[src/nrlm_pkg.sv]
// Shared types and codes for the linear-NFA longest-match block.
// No dependencies; used by nrlm_cell, nfa_regex_longest_match and nrlm_checker.
package nrlm_pkg;

    // Request function codes
    typedef enum logic [1:0] {
        FUNC_LOAD = 2'd0,
        FUNC_CHAR = 2'd1,
        FUNC_END  = 2'd2
    } func_t;

    // Per-request controls broadcast to every cell of the chain
    typedef struct packed {
        logic load;     // load a class word and flags
        logic advance;  // consume one text character
        logic restart;  // end of text, return to state 0
    } cell_ctrl_t;

    // Width of the fixed report field
    localparam int END_BITS = 32;

endpackage

[src/nrlm_cell.sv]
// One NFA state: class bitmap, skip/repeat flags and the active bit.
// Chained to its neighbors through the skip carry and the advance token.
// Depends on nrlm_pkg.
module nrlm_cell #(
    parameter int INDEX      = 0,
    parameter int MAX_STATES = 16,
    parameter int CHAR_BITS  = 8,
    parameter int NW         = $clog2(MAX_STATES + 1)
) (
    input  logic                      clk,
    input  logic                      rst_n,
    input  nrlm_pkg::cell_ctrl_t      ctrl,
    input  logic [NW-1:0]             n_states,
    input  logic [3:0]                state_index,
    input  logic [1:0]                word_index,
    input  logic [63:0]               class_word,
    input  logic                      skippable,
    input  logic                      repeatable,
    input  logic [CHAR_BITS-1:0]      ch_idx,
    input  logic                      carry_in,
    input  logic                      adv_in,
    output logic                      carry_out,
    output logic                      adv_out,
    output logic                      hit
);

    localparam int  ClassBits = 2 ** CHAR_BITS;
    localparam int  Words     = ClassBits / 64;
    localparam bit  Loadable  = (INDEX < MAX_STATES) && (INDEX < 16);

    logic [ClassBits-1:0] class_reg;
    logic                 skip_reg;
    logic                 rep_reg;
    logic                 active_reg;
    logic                 active_next;

    logic                 in_span;
    logic                 closed;
    logic                 match;
    logic                 load_here;
    logic [1:0]           word_sel;

    // Position of this cell relative to the accept index
    assign in_span = (32'(n_states) > INDEX);
    assign hit     = closed && (32'(n_states) == INDEX);

    // Skip closure: active here or reached by skipping the left neighbor
    assign closed    = active_reg | carry_in;
    assign match     = class_reg[ch_idx];
    assign carry_out = closed & skip_reg & in_span;
    assign adv_out   = closed & match & in_span;

    // Load decode; word index wraps to the bitmap size
    assign load_here = Loadable && ctrl.load && (32'(state_index) == INDEX);
    assign word_sel  = word_index & 2'(Words - 1);

    // Class bitmap and flags, no reset
    always_ff @(posedge clk)
    begin
        if (load_here)
        begin
            for (int w = 0; w < Words; w++)
            begin
                if (32'(word_sel) == w)
                begin
                    class_reg[w*64 +: 64] <= class_word;
                end
            end
            skip_reg <= skippable;
            rep_reg  <= repeatable;
        end
    end

    // Next active bit
    always_comb
    begin
        active_next = active_reg;
        if (ctrl.restart)
        begin
            active_next = (INDEX == 0) ? 1'b1 : 1'b0;
        end
        else if (ctrl.advance)
        begin
            active_next = adv_in | (closed & match & rep_reg & in_span);
        end
    end

    always_ff @(posedge clk or negedge rst_n)
    begin
        if (!rst_n)
        begin
            active_reg <= (INDEX == 0) ? 1'b1 : 1'b0;
        end
        else
        begin
            active_reg <= active_next;
        end
    end

endmodule

[src/nfa_regex_longest_match.sv]
// Longest-prefix matcher for a linear regex NFA, built as a chain of state cells.
// Depends on nrlm_pkg and nrlm_cell.
//
// Usage:
//   Input channel (in_valid/in_stall): one request per accepted cycle.
//     func LOAD writes one 64-bit class word plus the skip/repeat flags of a
//     state; func CHAR feeds one text character; func END closes the text.
//   Output channel (out_valid/out_stall): one result per END request,
//     matched plus end_position (start_offset + best length, saturating).
//   Config channel (cfg_valid/cfg_ready): writes pattern_states; ready is
//     always high. Write it only while no request is in flight.
// Latency and throughput:
//   One request per cycle for every func while in_stall is low; the closure
//   and advance ripple combinationally through all MAX_STATES+1 cells. An END
//   result is shown in the cycle after its request is accepted.
// Stall behavior:
//   A waiting result sits in the output register. LOAD and CHAR requests are
//   still taken; only an END request is held while that register is full
//   and stalled.
// Reset: only state 0 active, no match recorded, zero characters seen,
//   pattern_states zero, no result pending. Class data is not cleared.
module nfa_regex_longest_match #(
    parameter int MAX_STATES  = 16,
    parameter int CHAR_BITS   = 8,
    parameter int LENGTH_BITS = 32
) (
    input  logic        clk,
    input  logic        rst_n,
    // Config channel
    input  logic        cfg_valid,
    output logic        cfg_ready,
    input  logic [4:0]  cfg_data,
    // Input channel
    input  logic        in_valid,
    output logic        in_stall,
    input  logic [1:0]  func,
    input  logic [3:0]  state_index,
    input  logic [1:0]  word_index,
    input  logic [63:0] class_word,
    input  logic        skippable,
    input  logic        repeatable,
    input  logic [7:0]  character,
    input  logic [31:0] start_offset,
    // Output channel
    output logic        out_valid,
    input  logic        out_stall,
    output logic        matched,
    output logic [31:0] end_position
);

    localparam int NW = $clog2(MAX_STATES + 1);
    localparam int EB = nrlm_pkg::END_BITS;
    localparam int SW = ((LENGTH_BITS > EB) ? LENGTH_BITS : EB) + 1;

    logic [4:0]              pattern_states_reg;
    logic [LENGTH_BITS-1:0]  chars_seen_reg;
    logic [LENGTH_BITS-1:0]  chars_seen_next;
    logic [LENGTH_BITS-1:0]  best_length_reg;
    logic [LENGTH_BITS-1:0]  best_length_next;
    logic                    best_valid_reg;
    logic                    best_valid_next;
    logic                    out_valid_reg;
    logic                    out_valid_next;
    logic                    matched_reg;
    logic [EB-1:0]           end_position_reg;

    logic                    accept;
    logic                    is_load;
    logic                    is_char;
    logic                    is_end;
    nrlm_pkg::cell_ctrl_t    ctrl;
    logic [NW-1:0]           n_states;
    logic [CHAR_BITS-1:0]    ch_idx;
    logic [MAX_STATES+1:0]   carry;
    logic [MAX_STATES+1:0]   adv;
    logic [MAX_STATES:0]     hit;
    logic                    accept_hit;
    logic                    final_valid;
    logic [LENGTH_BITS-1:0]  final_len;
    logic [SW-1:0]           end_sum;
    logic [EB-1:0]           end_value;

    // Request decode
    assign is_load  = (func == 2'(nrlm_pkg::FUNC_LOAD));
    assign is_char  = (func == 2'(nrlm_pkg::FUNC_CHAR));
    assign is_end   = (func == 2'(nrlm_pkg::FUNC_END));
    assign in_stall = is_end & out_valid_reg & out_stall;
    assign accept   = in_valid & ~in_stall;

    assign ctrl.load    = accept & is_load;
    assign ctrl.advance = accept & is_char;
    assign ctrl.restart = accept & is_end;

    // Effective state count, clamped to the chain length
    assign n_states = (32'(pattern_states_reg) > MAX_STATES) ? NW'(MAX_STATES)
                                                              : NW'(pattern_states_reg);
    assign ch_idx   = CHAR_BITS'(character);

    // Cell chain; the cell at index MAX_STATES can only be the accept state
    assign carry[0] = 1'b0;
    assign adv[0]   = 1'b0;

    for (genvar i = 0; i <= MAX_STATES; i++)
    begin : g_cell
        nrlm_cell #(
            .INDEX      (i),
            .MAX_STATES (MAX_STATES),
            .CHAR_BITS  (CHAR_BITS),
            .NW         (NW)
        ) u_cell (
            .clk         (clk),
            .rst_n       (rst_n),
            .ctrl        (ctrl),
            .n_states    (n_states),
            .state_index (state_index),
            .word_index  (word_index),
            .class_word  (class_word),
            .skippable   (skippable),
            .repeatable  (repeatable),
            .ch_idx      (ch_idx),
            .carry_in    (carry[i]),
            .adv_in      (adv[i]),
            .carry_out   (carry[i+1]),
            .adv_out     (adv[i+1]),
            .hit         (hit[i])
        );
    end

    assign accept_hit = |hit;

    // Run bookkeeping; lengths only grow, so a hit always records chars seen
    always_comb
    begin
        chars_seen_next  = chars_seen_reg;
        best_length_next = best_length_reg;
        best_valid_next  = best_valid_reg;
        if (ctrl.restart)
        begin
            chars_seen_next  = '0;
            best_length_next = '0;
            best_valid_next  = 1'b0;
        end
        else if (ctrl.advance)
        begin
            if (accept_hit)
            begin
                best_length_next = chars_seen_reg;
                best_valid_next  = 1'b1;
            end
            if (chars_seen_reg != '1)
            begin
                chars_seen_next = chars_seen_reg + 1'b1;
            end
        end
    end

    // Final report value, saturating at the field width
    assign final_valid = best_valid_reg | accept_hit;
    assign final_len   = accept_hit ? chars_seen_reg : best_length_reg;
    assign end_sum     = SW'(start_offset) + SW'(final_len);

    always_comb
    begin
        end_value = '0;
        if (final_valid)
        begin
            end_value = (end_sum > SW'({EB{1'b1}})) ? {EB{1'b1}} : end_sum[EB-1:0];
        end
    end

    // Output register handshake
    always_comb
    begin
        out_valid_next = out_valid_reg;
        if (ctrl.restart)
        begin
            out_valid_next = 1'b1;
        end
        else if (out_valid_reg && !out_stall)
        begin
            out_valid_next = 1'b0;
        end
    end

    always_ff @(posedge clk or negedge rst_n)
    begin
        if (!rst_n)
        begin
            pattern_states_reg <= '0;
            chars_seen_reg     <= '0;
            best_length_reg    <= '0;
            best_valid_reg     <= 1'b0;
            out_valid_reg      <= 1'b0;
        end
        else
        begin
            if (cfg_valid && cfg_ready)
            begin
                pattern_states_reg <= cfg_data;
            end
            chars_seen_reg  <= chars_seen_next;
            best_length_reg <= best_length_next;
            best_valid_reg  <= best_valid_next;
            out_valid_reg   <= out_valid_next;
        end
    end

    // Result payload
    always_ff @(posedge clk)
    begin
        if (ctrl.restart)
        begin
            matched_reg      <= final_valid;
            end_position_reg <= end_value;
        end
    end

    assign cfg_ready    = 1'b1;
    assign out_valid    = out_valid_reg;
    assign matched      = matched_reg;
    assign end_position = end_position_reg;

endmodule

[config.mk]
export PLATFORM = sky130hd
export DESIGN_NAME = nfa_regex_longest_match
export DESIGN_NICKNAME = d
export VERILOG_FILES = /design/src/nrlm_pkg.sv /design/src/nrlm_cell.sv /design/src/nfa_regex_longest_match.sv
export SDC_FILE = /design/constraint.sdc
export NUM_CORES = 2
export LEC_CHECK = 0
export BUFFER_PORTS_ARGS = -buffer_cell sky130_fd_sc_hd__buf_2
export CAP_MARGIN = 20
export CORE_ASPECT_RATIO = 1.5
export CORE_MARGIN = 1
export CORE_UTILIZATION = 30
export DETAILED_ROUTE_END_ITERATION = 8
export PLACE_DENSITY = 0.46
export SYNTH_ARGS = -nofsm -noshare
export SYNTH_HDL_FRONTEND = slang
export SYNTH_HIERARCHICAL = 1
export SYNTH_SLANG_ARGS = --single-unit
[constraint.sdc]
create_clock -name clk -period 15.4 [get_ports clk]
set_clock_uncertainty 0.05 [all_clocks]
set_input_delay 1.54 -clock clk [delete_from_list [all_inputs] [get_ports clk]]
set_output_delay 1.54 -clock clk [all_outputs]
set_load 0.02 [all_outputs]
==> Word level (Yosys, flattened, before mapping) <==
Index checks and enable logic that the tools add are counted.
{ "classes": {"n_mux": 79, "order_cmp": 19, "reduce_logical": 110, "n_eq_ne": 37, "n_bitwise": 135, "addsub": 2} }
{ "op_table": {"columns": ["cell", "count"], "rows": [
  ["$mux 32", 7],
  ["$reduce_and 2->1", 66],
  ["$bmux 1 s8", 16],
  ["$and 1x1->1", 102],
  ["$mux 1", 55],
  ["$eq 5x4->1 const B", 8],
  ["$gt 5x4->1 const B", 8],
  ["$logic_and 1x1->1", 34],
  ["$add 32x32->33", 1],
  ["$gt 33x32->1 const B", 1],
  ["$add 32x1->32 const B", 1],
  ["$eq 4x4->1 const B", 8],
  ["$ne 32x32->1 const B", 1],
  ["$or 1x1->1", 32],
  ["$eq 5x3->1 const B", 4],
  ["$gt 5x3->1 const B", 4],
  ["$reduce_or 17->1", 1],
  ["$eq 4x3->1 const B", 4],
  ["$eq 5x2->1 const B", 2],
  ["$gt 5x1->1 const B", 2],
  ["$gt 5x2->1 const B", 2],
  ["$lt 8x9->1 const B", 1],
  ["$eq 4x2->1 const B", 2],
  ["$reduce_bool 2->1", 4],
  ["12 further kinds", 16]
]} }
{ "word_totals": {"word_cells": 502, "ff_bits": 4249, "inputBits": 124} }

==> Logic depth before layout (Yosys ltp) <==
{ "depth": {"ltp_word": 56, "ltp_mapped": 66, "ltp_nobuf": 62} }

==> Hierarchy <==
Netlist, hierarchy kept.
{ "by_module_without_submodules": {"columns": ["module", "instances", "cells_each", "area_per_inst_um2"], "rows": [
  ["nrlm_cell at g_cell[8].u_cell", 1, 488, 10441.3],
  ["nrlm_cell at g_cell[12].u_cell", 1, 508, 10364.9],
  ["nrlm_cell at g_cell[15].u_cell", 1, 484, 10267.3],
  ["nrlm_cell at g_cell[10].u_cell", 1, 486, 10254.8],
  ["nrlm_cell at g_cell[9].u_cell", 1, 498, 10254.8],
  ["nrlm_cell at g_cell[7].u_cell", 1, 496, 10241.1],
  ["nrlm_cell at g_cell[14].u_cell", 1, 498, 10194.8],
  ["nrlm_cell at g_cell[13].u_cell", 1, 481, 10191.0],
  ["nrlm_cell at g_cell[1].u_cell", 1, 486, 10177.3],
  ["nrlm_cell at g_cell[11].u_cell", 1, 480, 10176.0],
  ["nrlm_cell at g_cell[2].u_cell", 1, 488, 10126.0],
  ["nrlm_cell at g_cell[3].u_cell", 1, 486, 10109.7],
  ["nrlm_cell at g_cell[4].u_cell", 1, 481, 10102.2],
  ["nrlm_cell at g_cell[6].u_cell", 1, 471, 10092.2],
  ["+4 rows", null, null, null]
]} }

==> Least setup slack after synthesis <==
No wires, ideal clock.
{ "synth_timing": {"kind": "reg2reg", "startpoint": "register pattern_states_reg[1]", "endpoint": "register end_position_reg[10], in the netlist end_position[10], data pin", "path_slack_ps": 4312, "period_less_slack_ps": 11088, "setup_ps": 280, "path_stages_with_launch": 66, "path_buffers": 4, "t_arrival_ps": 10758, "path_cell_list": "dfrtp_1 > nor2b_1 > or4_1 > o22a_1 > and2_1 > o21ai_0 > nor2_1 > nor2_1 > a21oi_1 > and2_1 > o32a_1 > and2_1 > nor2_1 > a21oi_1 > and2_1 > nor2_1 > nor2_1 > and2_1 > [... 30 more ...] > nor4_1 > nand4_1 > nor4_1 > clkbuf_1 > clkbuf_1 > mux2_2 > fa_1 > a21o_1 > a221oi_2 > o31ai_4 > nand4_1 > a41o_1 > o21ai_4 > nor2_1 > o31a_1 > buf_6 > buf_6 > a21oi_2"} }
{ "synth_via": {"elab_chain_cells": 56} }
{ "synth_lines": {"columns": ["element", "line_no", "text"], "rows": [
  ["start: declaration", "nfa_regex_longest_match.sv:55", "logic [4:0] pattern_states_reg;"],
  ["start signal: assignment", "nfa_regex_longest_match.sv:199", "pattern_states_reg <= cfg_data;"],
  ["$gt 5x5->1", "nfa_regex_longest_match.sv:95", "assign n_states = (32'(pattern_states_reg) > MAX_STATES) ? NW'(MAX_STATES)"],
  ["$mux 5 *", "nfa_regex_longest_match.sv:95", null],
  ["via n_states[1]", "nfa_regex_longest_match.sv:72", "logic [NW-1:0] n_states;"],
  ["$gt 5x1->1 *", "nrlm_cell.sv:44", "assign in_span = (32'(n_states) > INDEX);"],
  ["$and 1x1->1 *", "nrlm_cell.sv:50", "assign carry_out = closed & skip_reg & in_span;"],
  ["via carry[1]", "nfa_regex_longest_match.sv:74", "logic [MAX_STATES+1:0] carry;"],
  ["$or 1x1->1 *", "nrlm_cell.sv:48", "assign closed = active_reg | carry_in;"],
  ["$and 1x1->1 * (2 in a row)", "nrlm_cell.sv:50", null],
  ["via carry[2]", "nfa_regex_longest_match.sv:74", null],
  ["[... 3 more ...]", null, null],
  ["via carry[3]", "nfa_regex_longest_match.sv:74", null],
  ["[... 3 more ...]", null, null],
  ["via carry[4]", "nfa_regex_longest_match.sv:74", null],
  ["[... 3 more ...]", null, null],
  ["via carry[5]", "nfa_regex_longest_match.sv:74", null],
  ["[... 3 more ...]", null, null],
  ["via carry[6]", "nfa_regex_longest_match.sv:74", null],
  ["[... 3 more ...]", null, null],
  ["via carry[7]", "nfa_regex_longest_match.sv:74", null],
  ["[... 3 more ...]", null, null],
  ["via carry[8]", "nfa_regex_longest_match.sv:74", null],
  ["[... 3 more ...]", null, null],
  ["via carry[9]", "nfa_regex_longest_match.sv:74", null],
  ["[... 3 more ...]", null, null],
  ["via carry[10]", "nfa_regex_longest_match.sv:74", null],
  ["[... 3 more ...]", null, null],
  ["via carry[11]", "nfa_regex_longest_match.sv:74", null],
  ["[... 3 more ...]", null, null],
  ["via carry[12]", "nfa_regex_longest_match.sv:74", null],
  ["[... 3 more ...]", null, null],
  ["via carry[13]", "nfa_regex_longest_match.sv:74", null],
  ["[... 3 more ...]", null, null],
  ["via carry[14]", "nfa_regex_longest_match.sv:74", null],
  ["[... 3 more ...]", null, null],
  ["via carry[15]", "nfa_regex_longest_match.sv:74", null],
  ["[... 3 more ...]", null, null],
  ["via carry[16]", "nfa_regex_longest_match.sv:74", null],
  ["$or 1x1->1 *", "nrlm_cell.sv:48", null],
  ["$logic_and 1x1->1 *", "nrlm_cell.sv:45", "assign hit = closed && (32'(n_states) == INDEX);"],
  ["via hit[16]", "nfa_regex_longest_match.sv:76", "logic [MAX_STATES:0] hit;"],
  ["$reduce_or 17->1 *", "nfa_regex_longest_match.sv:129", "assign accept_hit = |hit;"],
  ["$mux 32", null, null],
  ["$add 32x32->33", "nfa_regex_longest_match.sv:160", "assign end_sum = SW'(start_offset) + SW'(final_len);"],
  ["$gt 33x32->1", "nfa_regex_longest_match.sv:167", "end_value = (end_sum > SW'({EB{1'b1}})) ? {EB{1'b1}} : end_sum[EB-1:0];"],
  ["$mux 32", "nfa_regex_longest_match.sv:167", null],
  ["end signal: assignment", "nfa_regex_longest_match.sv:214", "end_position_reg <= end_value;"],
  ["end: declaration", "nfa_regex_longest_match.sv:65", "logic [EB-1:0] end_position_reg;"]
]} }
The timed path passes the listed nets; every way through them passes the cells marked *.
A chain may end at the register's enable or synchronous reset.

==> Worst setup path in the final report <==
{ "layout_timing": {"startpoint": "register pattern_states_reg[0]", "endpoint": "register end_position_reg[5], in the netlist end_position[5], data pin"} }
The elaborated chain is that of the path after synthesis.

==> flow_summary.rst <==
.. list-table::
   :header-rows: 1

   * - Metric
     - Value
   * - Critical path required time
     - 16.05 ns
   * - Number of placed instances, taps included
     - 15,900
   * - Number of setup buffers added after CTS
     - 0
   * - Power consumption
     - 0.0244 W
   * - Post-CTS clock slew at the launch and capture registers of the worst setup and hold paths
     - 0.07 ns
   * - Latest clock arrival within the worst-skew pair
     - 1.05 ns
   * - Peak VDD IR
     - 0.110 mV
   * - Die Footprint
     - 569,000 um^2
   * - Via count of the first global-routing pass
     - 91,600
   * - Min-delay worst type
     - input port to asynchronous set/reset pin
   * - Maximum single-stage delay on the critical path
     - 0.54 ns
   * - CTS Root Cell
     - sky130_fd_sc_hd__clkbuf_16
   * - Number of placement rows
     - 337
   * - Final worst-path setup slack
     - 1.70 ns
   * - Via count
     - 89,500
   * - Number of buffers created by CTS
     - 407
   * - FF-to-FF setup slack
     - 1.70 ns
   * - Max-slew headroom
     - 20.6%
   * - Cell Area, Synth
     - 170,000 um^2
   * - Number of cells produced by synthesis
     - 8,419
   * - Measured slew at the worst slew-check pin
     - 1.19 ns
   * - Vertical die dimension
     - 923 um
   * - Wire length of the first global-routing pass
     - 787,000 um
   * - Post-route DRC
     - 0
   * - CP dominant cell by count
     - sky130_fd_sc_hd__nor2_1
   * - Power density over the cells
     - 127 nW/um^2
   * - Clock tree sinks
     - 4,249
   * - Boundary Pins
     - 160
   * - Number of buffers added on ports
     - 158
   * - Placement Setup Slack
     - 1.69 ns
   * - Worst Setup End Kind
     - flop
   * - Length of routed met3 wiring
     - 32,400 um
   * - Last weighted congestion value of the routability-driven placer
     - 0.817
   * - Core Footprint
     - 562,000 um^2
   * - Horizontal extent of the die
     - 616 um
   * - Final std cells w/o fill
     - 16,700
   * - Setup repair after global routing missed its margin
     - false
   * - Cell with the biggest individual delay on the critical path
     - sky130_fd_sc_hd__or4_1
   * - Run status
     - finished clean
   * - Routed Antenna Nets
     - 0
   * - Initial antenna violation count
     - 104
   * - Initial core utilization
     - 30.2%
   * - Number of warnings issued by yosys
     - 6
   * - GRT Overall Usage
     - 20.0%
   * - Maximum level of the CTS H-tree
     - 5
   * - Depth of the worst register-to-register path
     - 68
   * - Number of failing hold endpoints at the final stage
     - 0
   * - Met1 routed wirelength after detailed routing
     - 216,000 um
   * - HPWL after detailed placement
     - 325,000 um
   * - Arrival time at the worst endpoint
     - 14.35 ns
   * - Share of layout cells above drive strength 1
     - 22.4%
   * - Sum of routed wire length over all layers
     - 579,000 um
   * - Flip-flop count of the largest register, all copies and words added
     - 4,096
   * - Type of the worst setup path
     - flop to flop
   * - Mean Syn Cell Area
     - 20.1 um^2
   * - Fill cells
     - 52,600
   * - Worst R2R End
     - end_position[5]
   * - Top sig layer
     - met5
   * - TritonCTS clock tree
     - built
   * - Vias per cell
     - 5.35
   * - Aggregate global routing overflow
     - 0
   * - Worst hold-check slack
     - 0.386 ns
   * - Avg WL per Cell
     - 34.6 um
   * - Total met2 wirelength after detailed routing
     - 312,000 um
   * - Net count of the finished layout
     - 9,047
   * - Post-CTS Resized
     - 0
   * - Drt first-iter violations
     - 10,300
   * - Part of the cycle the worst path needs
     - 89.0%
   * - Hold bufs inserted after CTS
     - 0
   * - Leak pwr
     - 61.0 nW
   * - Element type at the critical path start
     - flop
   * - Detailed-router iteration count before antenna repair
     - 6
   * - Number of setup violations in the final report
     - 0
   * - MaxCap Viol Count
     - 0
   * - Maximum achievable frequency
     - 73.0 MHz
   * - R2R Path Start
     - pattern_states_reg[0]
   * - Post-layout minimum cycle time
     - 13.70 ns
   * - Clock buffer depth
     - 4
   * - Worst-path maximum fanout
     - 39
   * - Setup total negative slack
     - 0 ns
   * - Final count of pins violating max slew
     - 0
   * - Post-synthesis to final-layout area growth
     - 13.9%
   * - Maximum number of pins on one net before global-route repair
     - 105
[area by class of cell]
cell class	instances	area (um^2)	area share, %
Clock buffer	486	10600	5.49
Antenna cell	43	108	0.0557
Timing Repair Buffer	477	3640	1.88
Inverter	75	284	0.147
Sequential cell	4249	127000	65.8
Clock inverter	254	2400	1.24
Tap cell	7458	9330	4.83
Multi-Input combinational cell	3676	39600	20.5
[per-layer routing]
metal / track usage (%) / vias to the layer above
met5: 0 / -
met4: 6.13 / 12
met3: 2.38 / 732
met2: 37.3 / 3357
met1: 23.8 / 49300
li1: - / 36100
[report_power, final]
group	internal [W]	switching, W	total (W)
Clock	0.00554	0.00451	0.0101
Combinational	0.000458	0.00117	0.00163
Sequential	0.0127	0.0000234	0.0128
[critical path, delay by kind of cell, from the launching register on]
family                     cells  cell delay, ns
AOI/OAI and AO/OA             15            3.13
DFF                            1            0.39
buffers and inverters          6            1.49
muxes                          1            0.42
adders and majority gates      2            0.65
and+or+nand+nor               44            7.17
[worst max-delay path by stage]
stage,start,to,slack [ns],cells after the start
after floorplan,pattern_states_reg[1],end_position[10],4.31,65
after global placement,pattern_states_reg[1],end_position[31],1.72,66
after detailed placement,pattern_states_reg[1],end_position[5],1.69,68
after CTS,pattern_states_reg[0],end_position[5],1.64,68
after global routing,pattern_states_reg[0],end_position[31],0.74,66
final,pattern_states_reg[0],end_position[5],1.70,68
[through the flow]
stage          utilization, %  cell area [um^2]
2_1_floorplan               -            170000
3_3_place_gp             32.0            180000
3_5_place_dp             32.0            180000
4_1_cts                  34.3            193000
5_1_grt                  34.3            193000
6_report                 34.4            193000
[cells in the final DEF (no fill, tap or decap), types with 70 or more instances in the layout]
cell	instances
sky130_fd_sc_hd__a22oi_1	192
sky130_fd_sc_hd__nor2b_1	108
sky130_fd_sc_hd__buf_2	86
sky130_fd_sc_hd__clkbuf_16	413
sky130_fd_sc_hd__nand3_1	190
sky130_fd_sc_hd__dfrtp_1	86
sky130_fd_sc_hd__mux4_1	117
sky130_fd_sc_hd__a21oi_1	117
sky130_fd_sc_hd__clkinv_2	73
sky130_fd_sc_hd__mux4_2	729
sky130_fd_sc_hd__mux2i_1	380
sky130_fd_sc_hd__nand2_1	330
sky130_fd_sc_hd__nor3_1	70
sky130_fd_sc_hd__buf_4	351
sky130_fd_sc_hd__clkinv_1	107
sky130_fd_sc_hd__nor2_1	220
sky130_fd_sc_hd__edfxtp_1	4161
sky130_fd_sc_hd__mux2_2	143
sky130_fd_sc_hd__clkbuf_1	73
Power figures use the tool's default switching activity.
